--- src/rtl/core/stxo_pkg.sv ---
// types, constants and codes of the sprite table with x-ordered rank list
`default_nettype none

package stxo_pkg;

	localparam int NUM_SPRITES = 40;
	localparam int IDX_W = $clog2(NUM_SPRITES);
	localparam int TABLE_BYTES = 4 * NUM_SPRITES;

	typedef logic [IDX_W-1:0] idx_t;

	localparam idx_t LAST_IDX = IDX_W'(NUM_SPRITES - 1);

	// request opcodes
	localparam logic [1:0] OP_WRITE = 2'd0;
	localparam logic [1:0] OP_LOAD = 2'd1;
	localparam logic [1:0] OP_READ = 2'd2;

	// byte lanes within one table entry
	localparam logic [1:0] LANE_Y = 2'd0;
	localparam logic [1:0] LANE_X = 2'd1;
	localparam logic [1:0] LANE_TILE = 2'd2;
	localparam logic [1:0] LANE_FLAGS = 2'd3;

	typedef struct packed {
		logic [1:0] opcode;
		logic [7:0] byte_offset;
		logic [7:0] data_byte;
		logic [5:0] rank;
	} req_t;

	typedef struct packed {
		logic [5:0] sprite_index;
		logic [7:0] pos_y;
		logic [7:0] pos_x;
		logic [7:0] tile_number;
		logic [7:0] attributes;
	} rsp_t;

	// sort key: x byte, then entry number
	typedef struct packed {
		logic [7:0] x;
		idx_t idx;
	} key_t;

	typedef logic [3:0][7:0] entry_bytes_t;

	typedef struct packed {
		logic wr_en;
		idx_t wr_row;
		logic [1:0] wr_lane;
		logic [7:0] wr_data;
		idx_t rd_row;
	} attr_port_t;

	typedef struct packed {
		logic wr_en;
		idx_t wr_addr;
		idx_t wr_data;
		idx_t rd_addr;
	} rank_port_t;

endpackage

`default_nettype wire

--- src/rtl/core/sprite_table_x_order_keeper.sv ---
// top level: sprite attribute table with x-ordered rank list and its sequencer
//
// channel   | handshake            | payload | notes
// ----------+----------------------+---------+-------------------------------
// request   | start, busy          | req     | taken when start && !busy
// result    | done                 | rsp     | one cycle strobe, no back-pressure
//
// steps from request to result strobe:
//   plain write, dma byte, ignored or unused opcode: the dispatch step only
//   read at rank: rank memory read, then attribute row read
//   x write: scan of the rank list for the sprite, then a read, a compare
//     and two writes per neighbour swap and a final check in each direction;
//     the one-read-port rank memory and the single key comparator serialise it
//   last dma byte: insertion sort, rank by rank, shifting entries one by one
// reset clears the sequencer and the valid bits of both memories at once, so
// there is no clearing pass; the next request is taken in the cycle of the
// strobe, and the receiver cannot stall the result
`default_nettype none

module sprite_table_x_order_keeper import stxo_pkg::*; (
	input  logic clk,
	input  logic arst_n,
	input  logic start,
	output logic busy,
	input  req_t req,
	output logic done,
	output rsp_t rsp
);

	// sequencer states
	localparam logic [4:0] S_IDLE     = 5'd0;
	localparam logic [4:0] S_DISP     = 5'd1;
	localparam logic [4:0] S_RD_ROW   = 5'd2;
	localparam logic [4:0] S_RD_OUT   = 5'd3;
	localparam logic [4:0] S_MV_SCAN  = 5'd4;
	localparam logic [4:0] S_MV_CHK   = 5'd5;
	localparam logic [4:0] S_UP       = 5'd6;
	localparam logic [4:0] S_UP_ROW   = 5'd7;
	localparam logic [4:0] S_UP_CMP   = 5'd8;
	localparam logic [4:0] S_UP_W2    = 5'd9;
	localparam logic [4:0] S_DN       = 5'd10;
	localparam logic [4:0] S_DN_ROW   = 5'd11;
	localparam logic [4:0] S_DN_CMP   = 5'd12;
	localparam logic [4:0] S_DN_W2    = 5'd13;
	localparam logic [4:0] S_SO_I     = 5'd14;
	localparam logic [4:0] S_SO_I_ROW = 5'd15;
	localparam logic [4:0] S_SO_I_X   = 5'd16;
	localparam logic [4:0] S_SO_J     = 5'd17;
	localparam logic [4:0] S_SO_J_ROW = 5'd18;
	localparam logic [4:0] S_SO_J_CMP = 5'd19;
	localparam logic [4:0] S_SO_PLACE = 5'd20;

	logic [4:0] state_q, state_d;
	req_t req_q, req_d;
	idx_t pos_q, pos_d;     // rank of the moving sprite, or outer sort index
	idx_t j_q, j_d;         // insertion point during the sort
	idx_t b_q, b_d;         // neighbour entry just read from the rank list, or the entry at the read rank
	key_t key_q, key_d;     // key of the moving or inserted sprite
	logic done_q, done_d;
	rsp_t rsp_q, rsp_d;

	attr_port_t attr_port;
	rank_port_t rank_port;
	entry_bytes_t attr_rd;
	idx_t rank_rd;

	key_t cmp_a, cmp_b, mem_key;
	logic a_first;

	// request decode
	logic in_table;
	logic rank_ok;
	idx_t wr_row;
	logic [1:0] wr_lane;

	assign in_table = {1'b0, req_q.byte_offset} < 9'(TABLE_BYTES);
	assign rank_ok = {1'b0, req_q.rank} < 7'(NUM_SPRITES);
	assign wr_row = req_q.byte_offset[IDX_W+1:2];
	assign wr_lane = req_q.byte_offset[1:0];

	stxo_attr_mem u_attr (
		.clk     (clk),
		.arst_n  (arst_n),
		.port    (attr_port),
		.rd_data (attr_rd)
	);

	stxo_rank_mem u_rank (
		.clk     (clk),
		.arst_n  (arst_n),
		.port    (rank_port),
		.rd_data (rank_rd)
	);

	// one comparator for every ordering decision; moving up asks whether the
	// neighbour goes before the sprite, all other steps ask the reverse
	assign mem_key = '{x: attr_rd[LANE_X], idx: b_q};

	always_comb begin
		if (state_q == S_UP_CMP) begin
			cmp_a = mem_key;
			cmp_b = key_q;
		end else begin
			cmp_a = key_q;
			cmp_b = mem_key;
		end
	end

	stxo_key_cmp u_cmp (
		.a       (cmp_a),
		.b       (cmp_b),
		.a_first (a_first)
	);

	always_comb begin
		state_d = state_q;
		req_d = req_q;
		pos_d = pos_q;
		j_d = j_q;
		b_d = b_q;
		key_d = key_q;
		done_d = 1'b0;
		rsp_d = rsp_q;
		attr_port = '0;
		rank_port = '0;

		unique case (state_q)
			S_IDLE: begin
				if (start) begin
					req_d = req;
					rsp_d = '0;
					state_d = S_DISP;
				end
			end
			S_DISP: begin
				unique case (req_q.opcode) inside
					OP_WRITE, OP_LOAD: begin
						if (in_table) begin
							attr_port.wr_en = 1'b1;
							attr_port.wr_row = wr_row;
							attr_port.wr_lane = wr_lane;
							attr_port.wr_data = req_q.data_byte;
							if (req_q.opcode == OP_WRITE && wr_lane == LANE_X) begin
								key_d = '{x: req_q.data_byte, idx: wr_row};
								pos_d = '0;
								state_d = S_MV_SCAN;
							end else if (req_q.opcode == OP_LOAD &&
									{1'b0, req_q.byte_offset} == 9'(TABLE_BYTES - 1)) begin
								pos_d = idx_t'(1);
								state_d = S_SO_I;
							end else begin
								done_d = 1'b1;
								state_d = S_IDLE;
							end
						end else begin
							done_d = 1'b1;
							state_d = S_IDLE;
						end
					end
					OP_READ: begin
						if (rank_ok) begin
							rank_port.rd_addr = req_q.rank[IDX_W-1:0];
							state_d = S_RD_ROW;
						end else begin
							done_d = 1'b1;
							state_d = S_IDLE;
						end
					end
					default: begin
						done_d = 1'b1;
						state_d = S_IDLE;
					end
				endcase
			end
			// read at rank
			S_RD_ROW: begin
				attr_port.rd_row = rank_rd;
				b_d = rank_rd;
				state_d = S_RD_OUT;
			end
			S_RD_OUT: begin
				rsp_d.sprite_index = 6'(b_q);
				rsp_d.pos_y = attr_rd[LANE_Y];
				rsp_d.pos_x = attr_rd[LANE_X];
				rsp_d.tile_number = attr_rd[LANE_TILE];
				rsp_d.attributes = attr_rd[LANE_FLAGS];
				done_d = 1'b1;
				state_d = S_IDLE;
			end
			// find the rank that holds the written sprite
			S_MV_SCAN: begin
				rank_port.rd_addr = pos_q;
				state_d = S_MV_CHK;
			end
			S_MV_CHK: begin
				if (rank_rd == key_q.idx) begin
					state_d = S_UP;
				end else if (pos_q == LAST_IDX) begin
					done_d = 1'b1;
					state_d = S_IDLE;
				end else begin
					pos_d = pos_q + idx_t'(1);
					state_d = S_MV_SCAN;
				end
			end
			// bubble towards higher ranks
			S_UP: begin
				if (pos_q == LAST_IDX) begin
					state_d = S_DN;
				end else begin
					rank_port.rd_addr = pos_q + idx_t'(1);
					state_d = S_UP_ROW;
				end
			end
			S_UP_ROW: begin
				attr_port.rd_row = rank_rd;
				b_d = rank_rd;
				state_d = S_UP_CMP;
			end
			S_UP_CMP: begin
				if (a_first) begin
					rank_port.wr_en = 1'b1;
					rank_port.wr_addr = pos_q;
					rank_port.wr_data = b_q;
					state_d = S_UP_W2;
				end else begin
					state_d = S_DN;
				end
			end
			S_UP_W2: begin
				rank_port.wr_en = 1'b1;
				rank_port.wr_addr = pos_q + idx_t'(1);
				rank_port.wr_data = key_q.idx;
				pos_d = pos_q + idx_t'(1);
				state_d = S_UP;
			end
			// bubble towards lower ranks
			S_DN: begin
				if (pos_q == '0) begin
					done_d = 1'b1;
					state_d = S_IDLE;
				end else begin
					rank_port.rd_addr = pos_q - idx_t'(1);
					state_d = S_DN_ROW;
				end
			end
			S_DN_ROW: begin
				attr_port.rd_row = rank_rd;
				b_d = rank_rd;
				state_d = S_DN_CMP;
			end
			S_DN_CMP: begin
				if (a_first) begin
					rank_port.wr_en = 1'b1;
					rank_port.wr_addr = pos_q;
					rank_port.wr_data = b_q;
					state_d = S_DN_W2;
				end else begin
					done_d = 1'b1;
					state_d = S_IDLE;
				end
			end
			S_DN_W2: begin
				rank_port.wr_en = 1'b1;
				rank_port.wr_addr = pos_q - idx_t'(1);
				rank_port.wr_data = key_q.idx;
				pos_d = pos_q - idx_t'(1);
				state_d = S_DN;
			end
			// insertion sort of the whole list after the last dma byte
			S_SO_I: begin
				rank_port.rd_addr = pos_q;
				state_d = S_SO_I_ROW;
			end
			S_SO_I_ROW: begin
				attr_port.rd_row = rank_rd;
				key_d.idx = rank_rd;
				j_d = pos_q;
				state_d = S_SO_I_X;
			end
			S_SO_I_X: begin
				key_d.x = attr_rd[LANE_X];
				state_d = S_SO_J;
			end
			S_SO_J: begin
				if (j_q == '0) begin
					state_d = S_SO_PLACE;
				end else begin
					rank_port.rd_addr = j_q - idx_t'(1);
					state_d = S_SO_J_ROW;
				end
			end
			S_SO_J_ROW: begin
				attr_port.rd_row = rank_rd;
				b_d = rank_rd;
				state_d = S_SO_J_CMP;
			end
			S_SO_J_CMP: begin
				if (a_first) begin
					rank_port.wr_en = 1'b1;
					rank_port.wr_addr = j_q;
					rank_port.wr_data = b_q;
					j_d = j_q - idx_t'(1);
					state_d = S_SO_J;
				end else begin
					state_d = S_SO_PLACE;
				end
			end
			S_SO_PLACE: begin
				rank_port.wr_en = 1'b1;
				rank_port.wr_addr = j_q;
				rank_port.wr_data = key_q.idx;
				if (pos_q == LAST_IDX) begin
					done_d = 1'b1;
					state_d = S_IDLE;
				end else begin
					pos_d = pos_q + idx_t'(1);
					state_d = S_SO_I;
				end
			end
			default: begin
				state_d = S_IDLE;
			end
		endcase
	end

	always_ff @(posedge clk or negedge arst_n) begin
		if (!arst_n) begin
			state_q <= S_IDLE;
			done_q <= 1'b0;
		end else begin
			state_q <= state_d;
			done_q <= done_d;
		end
	end

	// payload and work registers need no reset
	always_ff @(posedge clk) begin
		req_q <= req_d;
		pos_q <= pos_d;
		j_q <= j_d;
		b_q <= b_d;
		key_q <= key_d;
		rsp_q <= rsp_d;
	end

	assign busy = state_q != S_IDLE;
	assign done = done_q;
	assign rsp = rsp_q;

endmodule

`default_nettype wire

--- src/rtl/core/stxo_key_cmp.sv ---
// shared key comparator: x byte first, entry number breaks ties
`default_nettype none

module stxo_key_cmp import stxo_pkg::*; (
	input  key_t a,
	input  key_t b,
	output logic a_first
);

	always_comb begin
		if (a.x != b.x) begin
			a_first = a.x < b.x;
		end else begin
			a_first = a.idx < b.idx;
		end
	end

endmodule

`default_nettype wire

--- src/rtl/core/stxo_attr_mem.sv ---
// attribute table: four byte lanes per entry, per-byte valid bits for the zero reset
`default_nettype none

module stxo_attr_mem import stxo_pkg::*; (
	input  logic         clk,
	input  logic         arst_n,
	input  attr_port_t   port,
	output entry_bytes_t rd_data
);

	for (genvar l = 0; l < 4; l++) begin : g_lane
		logic [7:0] mem [NUM_SPRITES];
		logic [NUM_SPRITES-1:0] vld_q;
		logic [7:0] rd_q;
		logic rd_vld_q;
		logic wr_hit;

		assign wr_hit = port.wr_en && (port.wr_lane == 2'(l));

		always_ff @(posedge clk) begin
			if (wr_hit) begin
				mem[port.wr_row] <= port.wr_data;
			end
			rd_q <= mem[port.rd_row];
		end

		always_ff @(posedge clk or negedge arst_n) begin
			if (!arst_n) begin
				vld_q <= '0;
				rd_vld_q <= 1'b0;
			end else begin
				if (wr_hit) begin
					vld_q[port.wr_row] <= 1'b1;
				end
				rd_vld_q <= vld_q[port.rd_row];
			end
		end

		// never written bytes read as zero
		assign rd_data[l] = rd_vld_q ? rd_q : 8'd0;
	end

endmodule

`default_nettype wire

--- src/rtl/core/stxo_rank_mem.sv ---
// rank list memory, identity after reset through per-entry valid bits
`default_nettype none

module stxo_rank_mem import stxo_pkg::*; (
	input  logic       clk,
	input  logic       arst_n,
	input  rank_port_t port,
	output idx_t       rd_data
);

	idx_t mem [NUM_SPRITES];
	logic [NUM_SPRITES-1:0] vld_q;
	idx_t rd_q;
	idx_t rd_addr_q;
	logic rd_vld_q;

	always_ff @(posedge clk) begin
		if (port.wr_en) begin
			mem[port.wr_addr] <= port.wr_data;
		end
		rd_q <= mem[port.rd_addr];
		rd_addr_q <= port.rd_addr;
	end

	always_ff @(posedge clk or negedge arst_n) begin
		if (!arst_n) begin
			vld_q <= '0;
			rd_vld_q <= 1'b0;
		end else begin
			if (port.wr_en) begin
				vld_q[port.wr_addr] <= 1'b1;
			end
			rd_vld_q <= vld_q[port.rd_addr];
		end
	end

	// untouched rank i holds entry i
	assign rd_data = rd_vld_q ? rd_q : rd_addr_q;

endmodule

`default_nettype wire

--- config.mk ---
export PLATFORM = sky130hd
export DESIGN_NAME = sprite_table_x_order_keeper
export DESIGN_NICKNAME = d
export VERILOG_FILES = /design/src/rtl/core/stxo_pkg.sv /design/src/rtl/core/sprite_table_x_order_keeper.sv /design/src/rtl/core/stxo_key_cmp.sv /design/src/rtl/core/stxo_attr_mem.sv /design/src/rtl/core/stxo_rank_mem.sv
export SDC_FILE = /design/constraint.sdc
export NUM_CORES = 2
export LEC_CHECK = 0
export BUFFER_PORTS_ARGS = -buffer_cell sky130_fd_sc_hd__buf_2
export CELL_PAD_IN_SITES_DETAIL_PLACEMENT = 0
export CELL_PAD_IN_SITES_GLOBAL_PLACEMENT = 1
export CORE_MARGIN = 10
export CORE_UTILIZATION = 57
export DETAILED_ROUTE_END_ITERATION = 8
export HOLD_SLACK_MARGIN = 0.15
export PLACE_DENSITY = 0.86
export SLEW_MARGIN = 10
export SYNTH_ARGS = -nofsm -noshare
export SYNTH_HDL_FRONTEND = slang
export SYNTH_SLANG_ARGS = --single-unit
export TNS_END_PERCENT = 20
--- constraint.sdc ---
create_clock -name clk -period 9.8 [get_ports clk]
set_input_delay 0.98 -clock clk [delete_from_list [all_inputs] [get_ports clk]]
set_output_delay 0.98 -clock clk [all_outputs]
set_load 0.005 [all_outputs]
# After elaboration in Yosys (flattened, before gate mapping)
# Memories as Yosys holds them, arrays and structs flattened. A register that Yosys moved wholly into a read port is not among the register bits.
# Cells that the tools add are included.
# W data, S select, Z words.
# classes
addsub,3
magnitude_cmp,10
n_eq_ne,37
n_mux,87
bitwise,5
n_reduce_logical,30
# ops
operator,n
$or A40 B40 Y40,5
$pmux W5 S20,1
$mux W6,14
$pmux W38 S2,1
$mux W14,5
$pmux W13 S5,1
$pmux W6 S5,2
$mux W17,3
$eq A5 B4 Y1 const B,8
$mux W38,1
$mux W8,4
$bmux W1 S6,5
$lt A6 B7 Y1 const B,4
$mux W1,26
$mux W13,2
$eq A5 B5 Y1 const B,5
$mux W4,6
$pmux W6 S2,2
$eq A5 B3 Y1 const B,4
$pmux W8 S2,1
$demux W1 S6,2
$ge A6 B1 Y1 const B,2
$logic_not A6 Y1,2
$mux W3,4
33 further kinds,62
# totals
regBits,311
ram_bits,1520
input_bits,27
out_inout_bits,40
elab_cells,204
memories,5
# mem_list
name,depth,word_bits,read_ports,rd_ports_with_merged_regs,write_ports,line_no,source
u_attr.g_lane[0].mem,40,8,1,1,1,stxo_attr_mem.sv:12,logic [7:0] mem [NUM_SPRITES];
u_attr.g_lane[1].mem,40,8,1,1,1,stxo_attr_mem.sv:12,
u_attr.g_lane[2].mem,40,8,1,1,1,stxo_attr_mem.sv:12,
u_attr.g_lane[3].mem,40,8,1,1,1,stxo_attr_mem.sv:12,
u_rank.mem,40,6,1,1,1,stxo_rank_mem.sv:11,idx_t mem [NUM_SPRITES];

# Longest topological paths before layout
# depth
word_depth,11
depth_mapped,18
ltp_nobuf,14

# Hierarchy
# A second synthesis with hierarchy kept.
# hier_totals
cells_unflattened,3860
hier_area_um2,74173.6
# by_module_without_submodules
mod,instances,cells_per_inst,area_per_inst_um2,seq_area_each_um2
stxo_attr_mem,1,2719,56778.2,43181.4
stxo_rank_mem,1,590,11395.9,8473.1
sprite_table_x_order_keeper,1,505,5676.7,2972.9
stxo_key_cmp,1,46,322.8,0.0

# Worst setup path before layout
# Ideal clock, no wire load.
# synth_path
path_kind,flip-flop to flip-flop
start,register state_q[1]
end,"memory u_rank.mem[24][0] (netlist name), enable pin"
setup_time_ns,0.350
t_arrival_ns,4.251
required_time_ns,9.450
path_slack_ns,5.199
path_stages_with_launch,17
n_path_buf,3
period_less_slack_ns,4.601
path_cell_list,dfrtp_1 -> buf_6 -> or4b_4 -> nor2_2 -> clkbuf_1 -> a21oi_1 -> ha_1 -> and3_1 -> nand2_1 -> a2111o_2 -> a21oi_2 -> a21oi_2 -> a21oi_2 -> o21ai_2 -> or4_1 -> buf_6 -> nor2_1
# synth_between
elab_chain_len,8
word_cells_on_any_way,18
cone_classes,order compare: 2; eq/ne: 7; mux: 8; reduce/logical: 1
# synth_rtl
item,line_no,source
start: declaration,sprite_table_x_order_keeper.sv:53,"logic [4:0] state_q, state_d;"
start signal: assignment,sprite_table_x_order_keeper.sv:332,state_q <= state_d;
$eq A5 B4 Y1,"sprite_table_x_order_keeper.sv:100, sprite_table_x_order_keeper.sv:127",
$mux W14,sprite_table_x_order_keeper.sv:100,if (state_q == S_UP_CMP) begin
$lt A8 B8 Y1 (tied with other cells),stxo_key_cmp.sv:12,a_first = a.x < b.x;
$mux W1,stxo_key_cmp.sv:11,if (a.x != b.x) begin
$mux W13 (on tied branches),"sprite_table_x_order_keeper.sv:299, sprite_table_x_order_keeper.sv:221, sprite_table_x_order_keeper.sv:253",
$pmux W13 S5 (*),sprite_table_x_order_keeper.sv:127,unique case (state_q)
$mux W1,stxo_rank_mem.sv:18,if (port.wr_en) begin
$mux W1 (not written as such),stxo_rank_mem.sv:19,mem[port.wr_addr] <= port.wr_data;
end: declaration,stxo_rank_mem.sv:11,
# Every way passes the cells marked *; elsewhere a longest branch is shown, timed or not.

# Worst setup path after layout
# layout_path
start,register state_q[2]
end,"memory u_rank.mem[16][1] (netlist name), enable pin"
# The elaborated chain is that of the path after synthesis.

==> impl_metrics.tcl <==
set metrics [dict create \
    status "finished, final reports clean" \
    final_nets 5760 \
    reg2reg_slack_ps 3800 \
    cap_violations 0 \
    clock.fmax_ghz 0.167 \
    clkPwrFrac_pct 30.4 \
    drc 0 \
    dieArea_um2 148000 \
    cts_tree "done" \
    power_frac_seq_pct 41.3 \
    worstMarginPinSlew_ps 1240 \
    seq_area_um2 54600 \
    die_x_um 384 \
    portBuffers 66 \
    cts_setup_buffers 0 \
    viasPerCell 6.53 \
    dp_hpwl_um 121000 \
    synth_area_leader_cell "edfxtp_1" \
    synth_top_area_share_pct 64.0 \
    worstReg2RegEnd "u_rank.mem[16][1]" \
    min_path_type "primary input to register" \
    placed_cells 7291 \
    drv_slew 0 \
    end_kind "register" \
    synth.distinct_cells 103 \
    clk_latency_ps 840 \
    drt_iter0_markers 7073 \
    clkTransAtPathRegs_ps 70 \
    pre_cts_ws_ps 4010 \
    track_usage_pct 27.4 \
    synth_compound_area_share_pct 9.18 \
    grt_pass1_wl_um 309000 \
    ys_ff_latch 1869 \
    slew_headroom_pct 16.8 \
    synthSimpleGateAreaFrac_pct 14.5 \
    multi_input_area_um2 19500 \
    routed_wl_um 206000 \
    synth_xor_area_share_pct 0.139 \
    async_reset_ff_share_pct 11.3 \
    fin_cells 7642 \
    chipHeight_um 384 \
    cts_buffer_depth 3 \
    critical_path_class "register to register" \
    fin_skew_ps 38.5 \
    critPathMaxFanout 22 \
    dr.pass1.iters 6 \
    p_int_mw 14.7 \
    crit_start "state_q[2]" \
    p_leak_nw 29.5 \
    coreArea_um2 132000 \
    fill_cells 9497 \
    ys_seq_area_share_pct 72.2 \
    ioPinCount 67 \
    grt_pass1_vias 47800 \
    drive_gt1_share_pct 11.9 \
    gp_congestion 0.892 \
    synthMuxAreaShare_pct 1.55 \
    r2r_cells 13 \
    syn-num-nets 5828 \
    synth_edf_count 1614 \
    ys_warn_count 0 \
    postSynthCellCount 5790 \
    rows 133 \
    routedWlPerCell_um 27.0 \
    grt_overflow 0 \
    comb_power_share_pct 28.3 \
    arrival_ps 6430 \
    ant_nets 0 \
    htreeDepth 4 \
    cts_root_buf "clkbuf_16" \
    syn_to_final_growth_pct 10.1 \
    setup_ws_ps 3800 \
    tns_ps 0 \
    holdWs_ps 332 \
    hold_viol_final 0 \
    worstPathRequired_ps 10240 \
    syn_area_per_cell_um2 13.1 \
    p_sw_mw 7.94 \
    cts_made_buffers 183 \
    clock-sinks 1869 \
    switching_share_pct 35.1 \
    synthAdderAreaFrac_pct 0.182 \
    ir_worst_vdd_mv 0.235 \
    finalCritPeriodShare_pct 61.2 \
    period_minus_slack_ps 6000 \
    setup_viol 0 \
    synthFlopType "edfxtp_1" \
    antenna_found_initial 3 \
    vias 49900 \
    start_util_pct 57.5 \
    cp-endpoint "u_rank.mem[16][1]" \
    grt_max_degree 174 \
    grt_setup_unrepaired "no" \
    regToRegStartpoint "state_q[2]" \
    syn-cell-area_um2 75700 \
    power.density_nw_per_um2 271 \
    synth_top_family_by_area "simple AND/OR/NAND/NOR gates" \
    netlist_top_cells_area "edfxtp_1, dfrtp_1, nand2_1, nand3_1, a31oi_1" \
    cp-start-kind "register" \
    holdPathStages 1 \
]
## power groups by stage
stage                     registers (mW)  logic (mW)  clock network (mW)
after floorplan                     9.35        4.04                   0
after global placement              9.49        6.23                   0
after detailed placement            9.49        6.31                   0
after CTS                           9.33        6.34                6.92
after global routing                9.35        6.80                7.26
final                               9.34        6.41                6.88
## kinds of logic (layout without fill, tap and decap cells)
kind of cell	count (synthesis)	in the layout
compound gates	926	926
xor+xnor	12	12
fa+ha+maj	11	11
buf+inv	426	518
flops	1869	1869
mux	77	77
other cells	0	5
simple gates	2469	2469
## worst min-delay path by stage
stage                                 endpoint  slack [ps]                  startpoint
finish                               req_q[21]         330                     req[21]
global route                         req_q[21]         310                     req[21]
CTS                                   req_q[5]         300                      req[5]
detailed placement  u_attr.g_lane[3].vld_q[25]         450  u_attr.g_lane[3].vld_q[25]
global placement    u_attr.g_lane[0].vld_q[12]         450  u_attr.g_lane[0].vld_q[12]
floorplan                     u_rank.vld_q[36]         430            u_rank.vld_q[36]
## synthesized netlist by cell type, drive strengths merged, types with 35 or more instances
library cell and count:
dfxtp 44, a31oi 217, mux2i 44, a311oi 65
a32oi 47, o22a 68, and3 116, a21oi 52
o211ai 78, or2 182, edfxtp 1614, a22oi 35
nor2 278, o21bai 36, dfrtp 211, nand2 1302
o21ai 91, clkbuf 282, o221ai 84, buf 117
nand3 477
## layer usage
layer  wire (um)  GRT usage, %  share of wire, %
met4        7000          9.60               3.4
met3       21200          5.55                10
met5           0             0                 0
met2       95700          42.3                46
met1       82300          38.8                40
## cell type report
| type | instances | share of cell area [%] |
|---|---|---|
| sequential | 1869 | 65.5 |
| multi-input combinational | 3495 | 23.4 |
| inverter | 27 | 0.134 |
| timing repair buffer | 146 | 1.22 |
| antenna | 5 | 0.0150 |
| tap | 1755 | 2.63 |
| clock inverter | 95 | 0.988 |
| clock buffer | 250 | 6.05 |
## placed cells by master (no fill, tap or decap), drive strengths merged, types with 36 or more instances in the layout
| cell | netlist | layout |
|---|---|---|
| dfxtp | 44 | 44 |
| dfrtp | 211 | 211 |
| a311oi | 65 | 65 |
| a31oi | 217 | 217 |
| o21bai | 36 | 36 |
| o21ai | 91 | 91 |
| nor2 | 278 | 278 |
| nand3 | 477 | 477 |
| a32oi | 47 | 47 |
| a21oi | 52 | 52 |
| mux2i | 44 | 44 |
| nand2 | 1302 | 1302 |
| buf | 117 | 145 |
| and3 | 116 | 116 |
| o211ai | 78 | 78 |
| o221ai | 84 | 84 |
| o22a | 68 | 68 |
| or2 | 182 | 182 |
| clkinv | 3 | 76 |
| edfxtp | 1614 | 1614 |
| clkbuf | 282 | 250 |
## timing repair
| action | 4_1_cts | 5_1_grt |
|---|---|---|
| hold buffers | 1 | 0 |
| gates resized for setup | 0 | 0 |
| endpoints found under the hold margin | 31 | 0 |
## per-stage QoR
stage / utilization [%] / power, mW / instance area (um^2)
after floorplan: - / 13.4 / 75700
after global placement: 58.8 / 15.7 / 77500
after detailed placement: 58.8 / 15.8 / 77500
after CTS: 63.3 / 22.6 / 83300
after global routing: 63.3 / 23.4 / 83300
final: 63.3 / 22.6 / 83400
## flip-flops by register name (all words and copies together), names as in the netlist, 14 cells and up
name                 cells
u_attr.g_lane.rd_q      32
rsp                     38
u_attr.g_lane.mem     1280
key_q                   14
u_rank.vld_q            40
u_attr.g_lane.vld_q    160
req_q                   24
u_rank.mem             240
## critical path, cell delays in order, from the launching register on
cell	delay, ps
dfrtp_1	640
or4b_4	680
nor2_2	500
o21ai_0	210
ha_1	330
nand2b_1	150
a221oi_1	480
nor2_1	110
nor2_1	290
a21oi_2	150
a21oi_2	380
o21ai_2	250
or4_1	890
nor2_1	540
Note: power is estimated with default switching activity, not from simulation.
